File: src/design/frem_pkg.sv
// shared types and constants for the binary32 remainder block
`timescale 1ns / 1ps
`default_nettype none
package frem_pkg;
    localparam logic [31:0] SIGN_MASK  = 32'h8000_0000;
    localparam logic [31:0] ABS_MASK   = 32'h7fff_ffff;
    localparam logic [31:0] EXP_ALL    = 32'h7f80_0000;
    localparam logic [31:0] HIDDEN_BIT = 32'h0080_0000;
    localparam logic [31:0] FRAC_MASK  = 32'h007f_ffff;
    localparam logic [31:0] QNAN_BITS  = 32'h7fc0_0000;
    localparam int          MIN_EXP    = -126;
    localparam int          EXP_BIAS   = 127;
    localparam int          QDEPTH     = 2;

    // front decision for one word
    localparam logic [1:0] KIND_DIRECT = 2'd0;
    localparam logic [1:0] KIND_LOOP   = 2'd1;

    // classified job handed from front to back
    typedef struct packed {
        logic [1:0]  kind;
        logic [31:0] direct;
        logic        sign;
        logic [9:0]  ex;      // signed unbiased exponent of dividend
        logic [9:0]  ey;      // signed unbiased exponent of divisor
        logic [31:0] mx;      // raw magnitudes, normalized in back end
        logic [31:0] my;
    } job_t;
endpackage
`default_nettype wire

File: src/design/frem_front.sv
// front end: classify operands and push jobs into a small queue
`timescale 1ns / 1ps
`default_nettype none
module frem_front import frem_pkg::*; (
    input  wire logic        clk,
    input  wire logic        rst_n,
    input  wire logic        in_valid,
    output logic             in_stall,
    input  wire logic [31:0] dividend_bits,
    input  wire logic [31:0] divisor_bits,
    output logic             job_valid,
    input  wire logic        job_take,
    output job_t             job
);
    job_t       q_reg [QDEPTH];
    logic       wp_reg, rp_reg;
    logic [1:0] cnt_reg;
    logic [31:0] ax, ay;
    job_t       nj;

    assign ax = dividend_bits & ABS_MASK;
    assign ay = divisor_bits & ABS_MASK;

    // special cases and raw exponents
    always_comb
    begin
        nj = '0;
        nj.sign = dividend_bits[31];
        nj.mx = ax;
        nj.my = ay;
        nj.ex = (ax >= HIDDEN_BIT) ? 10'({2'b0, ax[30:23]} - 10'(EXP_BIAS)) : 10'(MIN_EXP);
        nj.ey = (ay >= HIDDEN_BIT) ? 10'({2'b0, ay[30:23]} - 10'(EXP_BIAS)) : 10'(MIN_EXP);
        nj.kind = KIND_DIRECT;
        if (ay == 32'd0 || ax >= EXP_ALL || ay > EXP_ALL)
            nj.direct = QNAN_BITS;
        else if (ax < ay)
            nj.direct = dividend_bits;
        else if (ax == ay)
            nj.direct = dividend_bits & SIGN_MASK;
        else
            nj.kind = KIND_LOOP;
    end

    assign in_stall  = (cnt_reg == 2'(QDEPTH));
    assign job_valid = (cnt_reg != 2'd0);
    assign job       = q_reg[rp_reg];

    // queue storage
    always_ff @(posedge clk)
    begin
        if (in_valid && !in_stall)
            q_reg[wp_reg] <= nj;
    end

    // queue pointers
    always_ff @(posedge clk or negedge rst_n)
    begin
        if (!rst_n)
        begin
            wp_reg <= 1'b0;
            rp_reg <= 1'b0;
            cnt_reg <= 2'd0;
        end
        else
        begin
            if (in_valid && !in_stall)
                wp_reg <= ~wp_reg;
            if (job_take && job_valid)
                rp_reg <= ~rp_reg;
            cnt_reg <= cnt_reg + 2'(in_valid && !in_stall) - 2'(job_take && job_valid);
        end
    end

    a_no_overflow: assert property (@(posedge clk) disable iff (!rst_n)
        cnt_reg <= 2'(QDEPTH)) else $error("queue overflow");
    a_full_stall: assert property (@(posedge clk) disable iff (!rst_n)
        (cnt_reg == 2'(QDEPTH)) |-> in_stall) else $error("full without stall");
    a_take_valid: assert property (@(posedge clk) disable iff (!rst_n)
        (cnt_reg == 2'd0) |-> !job_valid) else $error("empty queue valid");
endmodule
`default_nettype wire

File: src/design/frem_back.sv
// back end: normalize, shift-subtract loop, renormalize, pack
`timescale 1ns / 1ps
`default_nettype none
module frem_back import frem_pkg::*; (
    input  wire logic        clk,
    input  wire logic        rst_n,
    input  wire logic        job_valid,
    output logic             job_take,
    input  job_t             job,
    output logic             out_valid,
    input  wire logic        out_stall,
    output logic [31:0]      remainder_bits
);
    localparam logic [2:0] S_IDLE = 3'd0;
    localparam logic [2:0] S_NORM = 3'd1;
    localparam logic [2:0] S_LOOP = 3'd2;
    localparam logic [2:0] S_REN  = 3'd3;
    localparam logic [2:0] S_SUB  = 3'd4;
    localparam logic [2:0] S_OUT  = 3'd5;

    logic [2:0]  st_reg, st_next;
    logic [24:0] mx_reg, mx_next;
    logic [23:0] my_reg, my_next;
    logic [9:0]  ex_reg, ex_next, ey_reg, ey_next;
    logic [8:0]  steps_reg, steps_next;
    logic        sign_reg, sign_next;
    logic [31:0] res_reg, res_next;
    logic        ov_reg, ov_next;
    logic [9:0]  sh;
    logic [31:0] packed_w;

    // result packing, with a right shift for subnormal results
    always_comb
    begin
        sh = 10'(MIN_EXP) - ey_reg;
        if (!ey_reg[9] || $signed(ey_reg) >= MIN_EXP)
            packed_w = {sign_reg, 8'(ey_reg + 10'(EXP_BIAS)), mx_reg[22:0]};
        else if ($signed(sh) > 31)
            packed_w = {sign_reg, 31'd0};
        else
            packed_w = {sign_reg, 31'(32'(mx_reg[23:0]) >> sh[4:0])};
    end

    assign job_take       = (st_reg == S_IDLE) && (!ov_reg || !out_stall);
    assign out_valid      = ov_reg;
    assign remainder_bits = res_reg;

    // sequencer
    always_comb
    begin
        st_next = st_reg; mx_next = mx_reg; my_next = my_reg;
        ex_next = ex_reg; ey_next = ey_reg; steps_next = steps_reg;
        sign_next = sign_reg; res_next = res_reg;
        ov_next = ov_reg && out_stall;
        unique case (st_reg)
            S_IDLE:
            begin
                if (job_valid && job_take)
                begin
                    sign_next = job.sign;
                    if (job.kind == KIND_DIRECT)
                    begin
                        res_next = job.direct;
                        ov_next = 1'b1;
                    end
                    else
                    begin
                        mx_next = {1'b0, (job.mx >= HIDDEN_BIT), job.mx[22:0]};
                        my_next = {(job.my >= HIDDEN_BIT), job.my[22:0]};
                        ex_next = job.ex; ey_next = job.ey;
                        st_next = S_NORM;
                    end
                end
            end
            S_NORM:
            begin
                // one left shift a cycle for subnormal operands
                if (!mx_reg[23])
                begin
                    mx_next = {mx_reg[23:0], 1'b0}; ex_next = ex_reg - 10'd1;
                end
                else if (!my_reg[23])
                begin
                    my_next = {my_reg[22:0], 1'b0}; ey_next = ey_reg - 10'd1;
                end
                else
                begin
                    steps_next = 9'(ex_reg - ey_reg);
                    st_next = S_LOOP;
                end
            end
            S_LOOP:
            begin
                if (steps_reg == 9'd0)
                    st_next = S_SUB;
                else if (mx_reg < {1'b0, my_reg})
                begin
                    mx_next = {mx_reg[23:0], 1'b0}; steps_next = steps_reg - 9'd1;
                end
                else if (mx_reg == {1'b0, my_reg})
                begin
                    res_next = {sign_reg, 31'd0}; st_next = S_OUT;
                end
                else
                begin
                    mx_next = {mx_reg[23:0] - my_reg, 1'b0};
                    steps_next = steps_reg - 9'd1;
                end
            end
            S_SUB:
            begin
                mx_next = (mx_reg >= {1'b0, my_reg}) ? mx_reg - {1'b0, my_reg} : mx_reg;
                if (mx_next == 25'd0)
                begin
                    res_next = {sign_reg, 31'd0}; st_next = S_OUT;
                end
                else
                    st_next = S_REN;
            end
            S_REN:
            begin
                if (!mx_reg[23])
                begin
                    mx_next = {mx_reg[23:0], 1'b0}; ey_next = ey_reg - 10'd1;
                end
                else
                begin
                    res_next = packed_w; st_next = S_OUT;
                end
            end
            S_OUT:
            begin
                if (!ov_reg || !out_stall)
                begin
                    ov_next = 1'b1; st_next = S_IDLE;
                end
            end
            default: st_next = S_IDLE;
        endcase
    end

    // state registers
    always_ff @(posedge clk or negedge rst_n)
    begin
        if (!rst_n)
        begin
            st_reg <= S_IDLE;
            ov_reg <= 1'b0;
        end
        else
        begin
            st_reg <= st_next;
            ov_reg <= ov_next;
        end
    end

    // datapath registers
    always_ff @(posedge clk)
    begin
        mx_reg <= mx_next; my_reg <= my_next;
        ex_reg <= ex_next; ey_reg <= ey_next;
        steps_reg <= steps_next; sign_reg <= sign_next; res_reg <= res_next;
    end

    a_hold: assert property (@(posedge clk) disable iff (!rst_n)
        (ov_reg && out_stall) |=> $stable(res_reg)) else $error("result changed");
    a_bound: assert property (@(posedge clk) disable iff (!rst_n)
        (st_reg == S_LOOP) |-> (mx_reg < {my_reg, 1'b0})) else $error("loop bound");
    a_take: assert property (@(posedge clk) disable iff (!rst_n)
        job_take |-> (st_reg == S_IDLE)) else $error("take while busy");
endmodule
`default_nettype wire

File: src/design/float_remainder_binary32.sv
// top level of the binary32 truncated remainder unit
// special cases take a direct path; otherwise the back loop normalizes subnormal
//   operands, shift-subtracts over the exponent difference and renormalizes
// back end holds one word at a time; a two-entry queue decouples front and back
// reset: rst_n asynchronous active low clears queue and sequencer
`timescale 1ns / 1ps
`default_nettype none
module float_remainder_binary32 import frem_pkg::*; (
    input  wire logic        clk,
    input  wire logic        rst_n,
    input  wire logic        in_valid,
    output logic             in_stall,
    input  wire logic [31:0] dividend_bits,
    input  wire logic [31:0] divisor_bits,
    output logic             out_valid,
    input  wire logic        out_stall,
    output logic [31:0]      remainder_bits
);
    logic job_valid, job_take;
    job_t job;

    frem_front u_front (.clk, .rst_n, .in_valid, .in_stall, .dividend_bits,
        .divisor_bits, .job_valid, .job_take, .job);
    frem_back u_back (.clk, .rst_n, .job_valid, .job_take, .job, .out_valid,
        .out_stall, .remainder_bits);
endmodule
`default_nettype wire
File: config.mk
export PLATFORM = sky130hd
export DESIGN_NAME = float_remainder_binary32
export DESIGN_NICKNAME = d
export VERILOG_FILES = /design/src/design/frem_pkg.sv /design/src/design/frem_front.sv /design/src/design/frem_back.sv /design/src/design/float_remainder_binary32.sv
export SDC_FILE = /design/constraint.sdc
export NUM_CORES = 1
export LEC_CHECK = 0
export BUFFER_PORTS_ARGS = -buffer_cell sky130_fd_sc_hd__clkbuf_2
export CORE_ASPECT_RATIO = 0.9
export CORE_MARGIN = 2
export CORE_UTILIZATION = 40
export CTS_CLUSTER_SIZE = 20
export DETAILED_ROUTE_END_ITERATION = 8
export PLACE_DENSITY = 0.63
export SLEW_MARGIN = 0
export SYNTH_ARGS = -nofsm -noshare
export SYNTH_HDL_FRONTEND = slang
export SYNTH_SLANG_ARGS = --single-unit
File: constraint.sdc
create_clock -name clk -period 7.12 [get_ports clk]
set_clock_uncertainty 0.05 [all_clocks]
set_input_delay 0.712 -clock clk [delete_from_list [all_inputs] [get_ports clk]]
set_output_delay 0.712 -clock clk [all_outputs]
set_load 0.02 [all_outputs]
==> flow_summary_export.csv <==
group,metric,value,unit
routing,drtPass1Iterations,6,
sta,setup_tns,0,ns
finish,drive_gt1_share,13.56,%
finish,layout_common_cells,"338 x edfxtp_1, 130 x nand2_1, 103 x mux2i_1",
sta,holdWs,0.3255,ns
yosys,ys_types,81,
run,maxCapViolations,0,
routing,wl_met2,23.30,mm
setup_path,worstPathCellList,"inv_1 -> ha_1 -> and3_1 -> o21ai_0 -> and2_1 -> a31oi_2 -> nand2b_1 -> o41ai_1 -> nand4_2 -> a211oi_4 -> buf_4",
setup_path,crit_path_end_kind,"register",
sta,report.final.hold_viol_count,0,
yosys,ys_ff_latch,346,
clock_network,cts_buffer_depth,3,
clock_network,numCtsBuffers,39,
global_route,grt_max_degree,68,
setup_path,path_class,"reg -> reg",
floorplanning,rows,75,
clock_network,cts-root-buf,"clkbuf_16",
hold_path,worstHoldPathType,"in -> reg",
clock_network,clk_latency,0.57,ns
sta,max_freq,208.2,MHz
floorplanning,core_area,46540,sq um
clock_network,clock_sinks,346,
sta,maxSlewHeadroom,22.63,%
routing,wl_per_cell,22.86,microns
floorplanning,dieHeight,209.8,microns
yosys,synth_edf_count,338,
hold_path,holdPathStages,1,
yosys,netlist_instances,1628,
setup_path,cp_max_fo,32,
sta,worst_pin_slew,1.161,ns
floorplanning,die_area,48820,sq um
yosys,synth.avg_cell_area,11.56,sq um
placement,dpl.cell_count,2285,
hold_path,hold_start,"dividend_bits[31]",
yosys,synth_fp_nets,1774,
routing,wl_met1,25.18,mm
setup_path,startpoint_type,"register",
routing,routed_wl,53.86,mm
sta,fin_crit,4.804,ns
status,status,"complete, no violations",
setup_path,cpPeakStageDelay,0.68,ns
placement,gp_congestion,0.9467,
routing,routed-wl-met3,3.976,mm
yosys,syn-cell-area,18830,sq um
finish,layout_commonest_cell,"edfxtp_1",
yosys,yosys_warnings,0,
routing,routed.top_layer,"met4",
routing,num_vias,13740,
placement,portBuffers,100,
setup_path,r2r_start,"u_back.my_reg[23]$_DFFE_PP_",
sta,period_share,67.47,%
setup_path,cp_slowest_cell,"o41ai_1",
routing,via_per_inst,5.832,
finish,antenna_cells,0,
global_route,grt_pass1_vias,12800,
finish,area_growth,13.22,%
global_route,grt_overflow,0,
floorplanning,start_util,40.45,%
clock_network,path_clk_slew,0.06,ns
yosys,synth-main-ff-cell,"edfxtp_1",
placement,hpwl,38.71,mm
finish,fill_cells,4335,
sta,setup_viol,0,
routing,drt_iter0_drc,1396,
global_route,grt_pass1_wl,80.41,mm
setup_path,worstPathArrival,4.94,ns
yosys,async_flop_share,2.312,%
hold_path,hold_end,"u_front.q_reg[0][82]$_DFFE_PP_",
sta,rsz0062_at_grt,"false",
setup_path,reg2reg_depth,11,
global_route,grtUsageTotal,21.91,%
setup_path,r2r_slack,2.32,ns
setup_path,crit_required,7.26,ns
floorplanning,ios,102,
finish,largest_reg_flops,228,
yosys,seq_area_frac_synth,54.98,%
routing,drc,0,
setup_path,r2r_end,"u_back.remainder_bits[3]$_DFFE_PP_",
global_route,antenna_found_initial,1,
finish,fin_nets,1857,
finish,layout.cells.non_filler,2356,
clock_network,htree_levels,2,
routing,ant_nets,0,
sta,drv_slew,0,
floorplanning,die_w,232.7,microns
clock_network,cts_tree,"built",
[final cells by class]
type / count / area, sq um / share of cell area [%]
Timing Repair Buffer: 127 / 705.7 / 3.311
Inverter: 89 / 334.1 / 1.567
Sequential cell: 346 / 10350 / 48.58
Tap cell: 616 / 770.7 / 3.616
Clock inverter: 27 / 315.3 / 1.479
Clock buffer: 43 / 991.0 / 4.649
Multi-Input combinational cell: 1108 / 7844 / 36.80
[synthesized netlist by cell type (11+ instances only)]
| cell type | number | area [sq um] |
|---|---|---|
| nor2b_1 | 27 | 168.9 |
| a21oi_1 | 78 | 390.4 |
| o221ai_1 | 18 | 157.7 |
| a31oi_1 | 12 | 75.07 |
| mux2i_1 | 103 | 1031 |
| nor4_1 | 28 | 175.2 |
| mux2_2 | 11 | 123.9 |
| a221o_1 | 17 | 170.2 |
| inv_1 | 87 | 326.6 |
| clkbuf_1 | 57 | 214.0 |
| ha_1 | 76 | 950.9 |
| o21ai_0 | 89 | 445.4 |
| a211oi_1 | 29 | 217.7 |
| buf_1 | 12 | 45.04 |
| a21o_1 | 31 | 232.7 |
| nand2_1 | 130 | 488.0 |
| o22ai_1 | 15 | 93.84 |
| nor3_1 | 35 | 175.2 |
| nand4_1 | 27 | 168.9 |
| buf_2 | 13 | 65.06 |
| nor2_1 | 86 | 322.8 |
| nand3_1 | 47 | 235.2 |
| and2_1 | 29 | 181.4 |
| o211ai_1 | 14 | 105.1 |
| xnor2_1 | 43 | 376.6 |
| edfxtp_1 | 338 | 10150 |
| xor2_1 | 22 | 192.7 |
[worst max-delay path, delay by kind of cell, from the launching register on]
family | cells | cell delay, ns
adder cells (fa/ha/maj) | 1 | 0.39
AND/OR/NAND/NOR | 4 | 0.89
flip-flops | 1 | 0.44
buffers and inverters | 2 | 1.08
AO/OA/AOI/OAI | 4 | 1.53
[timing repair]
item                      CTS  global route
hold buffers                1             0
setup buffers               0             0
gates resized for setup     0             0
hold endpoints to repair    8             0
[worst max-delay path by stage]
stage,startpoint,end
detailed placement,u_back.my_reg[23]$_DFFE_PP_,u_back.remainder_bits[20]$_DFFE_PP_
CTS,u_back.my_reg[23]$_DFFE_PP_,u_back.remainder_bits[3]$_DFFE_PP_
global placement,u_back.my_reg[23]$_DFFE_PP_,u_back.remainder_bits[20]$_DFFE_PP_
finish,u_back.my_reg[23]$_DFFE_PP_,u_back.remainder_bits[3]$_DFFE_PP_
floorplan,in_valid,u_front.q_reg[0][0]$_DFFE_PP_
global route,u_back.my_reg[23]$_DFFE_PP_,u_back.remainder_bits[17]$_DFFE_PP_
[per-layer routing]
| metal | GRT usage [%] | vias up |
|---|---|---|
| met5 | 0 | - |
| met2 | 32.04 | 506 |
| met4 | 6.216 | 0 |
| li1 | - | 6366 |
| met3 | 4.633 | 73 |
| met1 | 32.69 | 6795 |
[kinds of logic (layout without fill, tap and decap cells)]
| group | after synthesis | after routing | synth area share [%] |
|---|---|---|---|
| fa+ha+maj | 78 | 78 | 5.264 |
| compound gates | 393 | 393 | 14.24 |
| mux | 123 | 123 | 7.092 |
| flops | 346 | 346 | 54.98 |
| simple gates | 449 | 449 | 11.76 |
| xor+xnor | 65 | 65 | 3.024 |
| buf+inv | 174 | 286 | 3.642 |
[per-stage QoR]
step / setup slack, ns / utilization, % / area (sq um)
final: 2.316 / 45.79 / 21310
after global routing: 2.010 / 45.79 / 21310
after CTS: 2.423 / 45.79 / 21310
after detailed placement: 2.468 / 42.97 / 20000
after global placement: 2.540 / 42.97 / 20000
after floorplan: 0.9408 / - / 18830
Power is not shown: default switching activity piles up to over one toggle a cycle in this logic, so the estimate is an artifact.
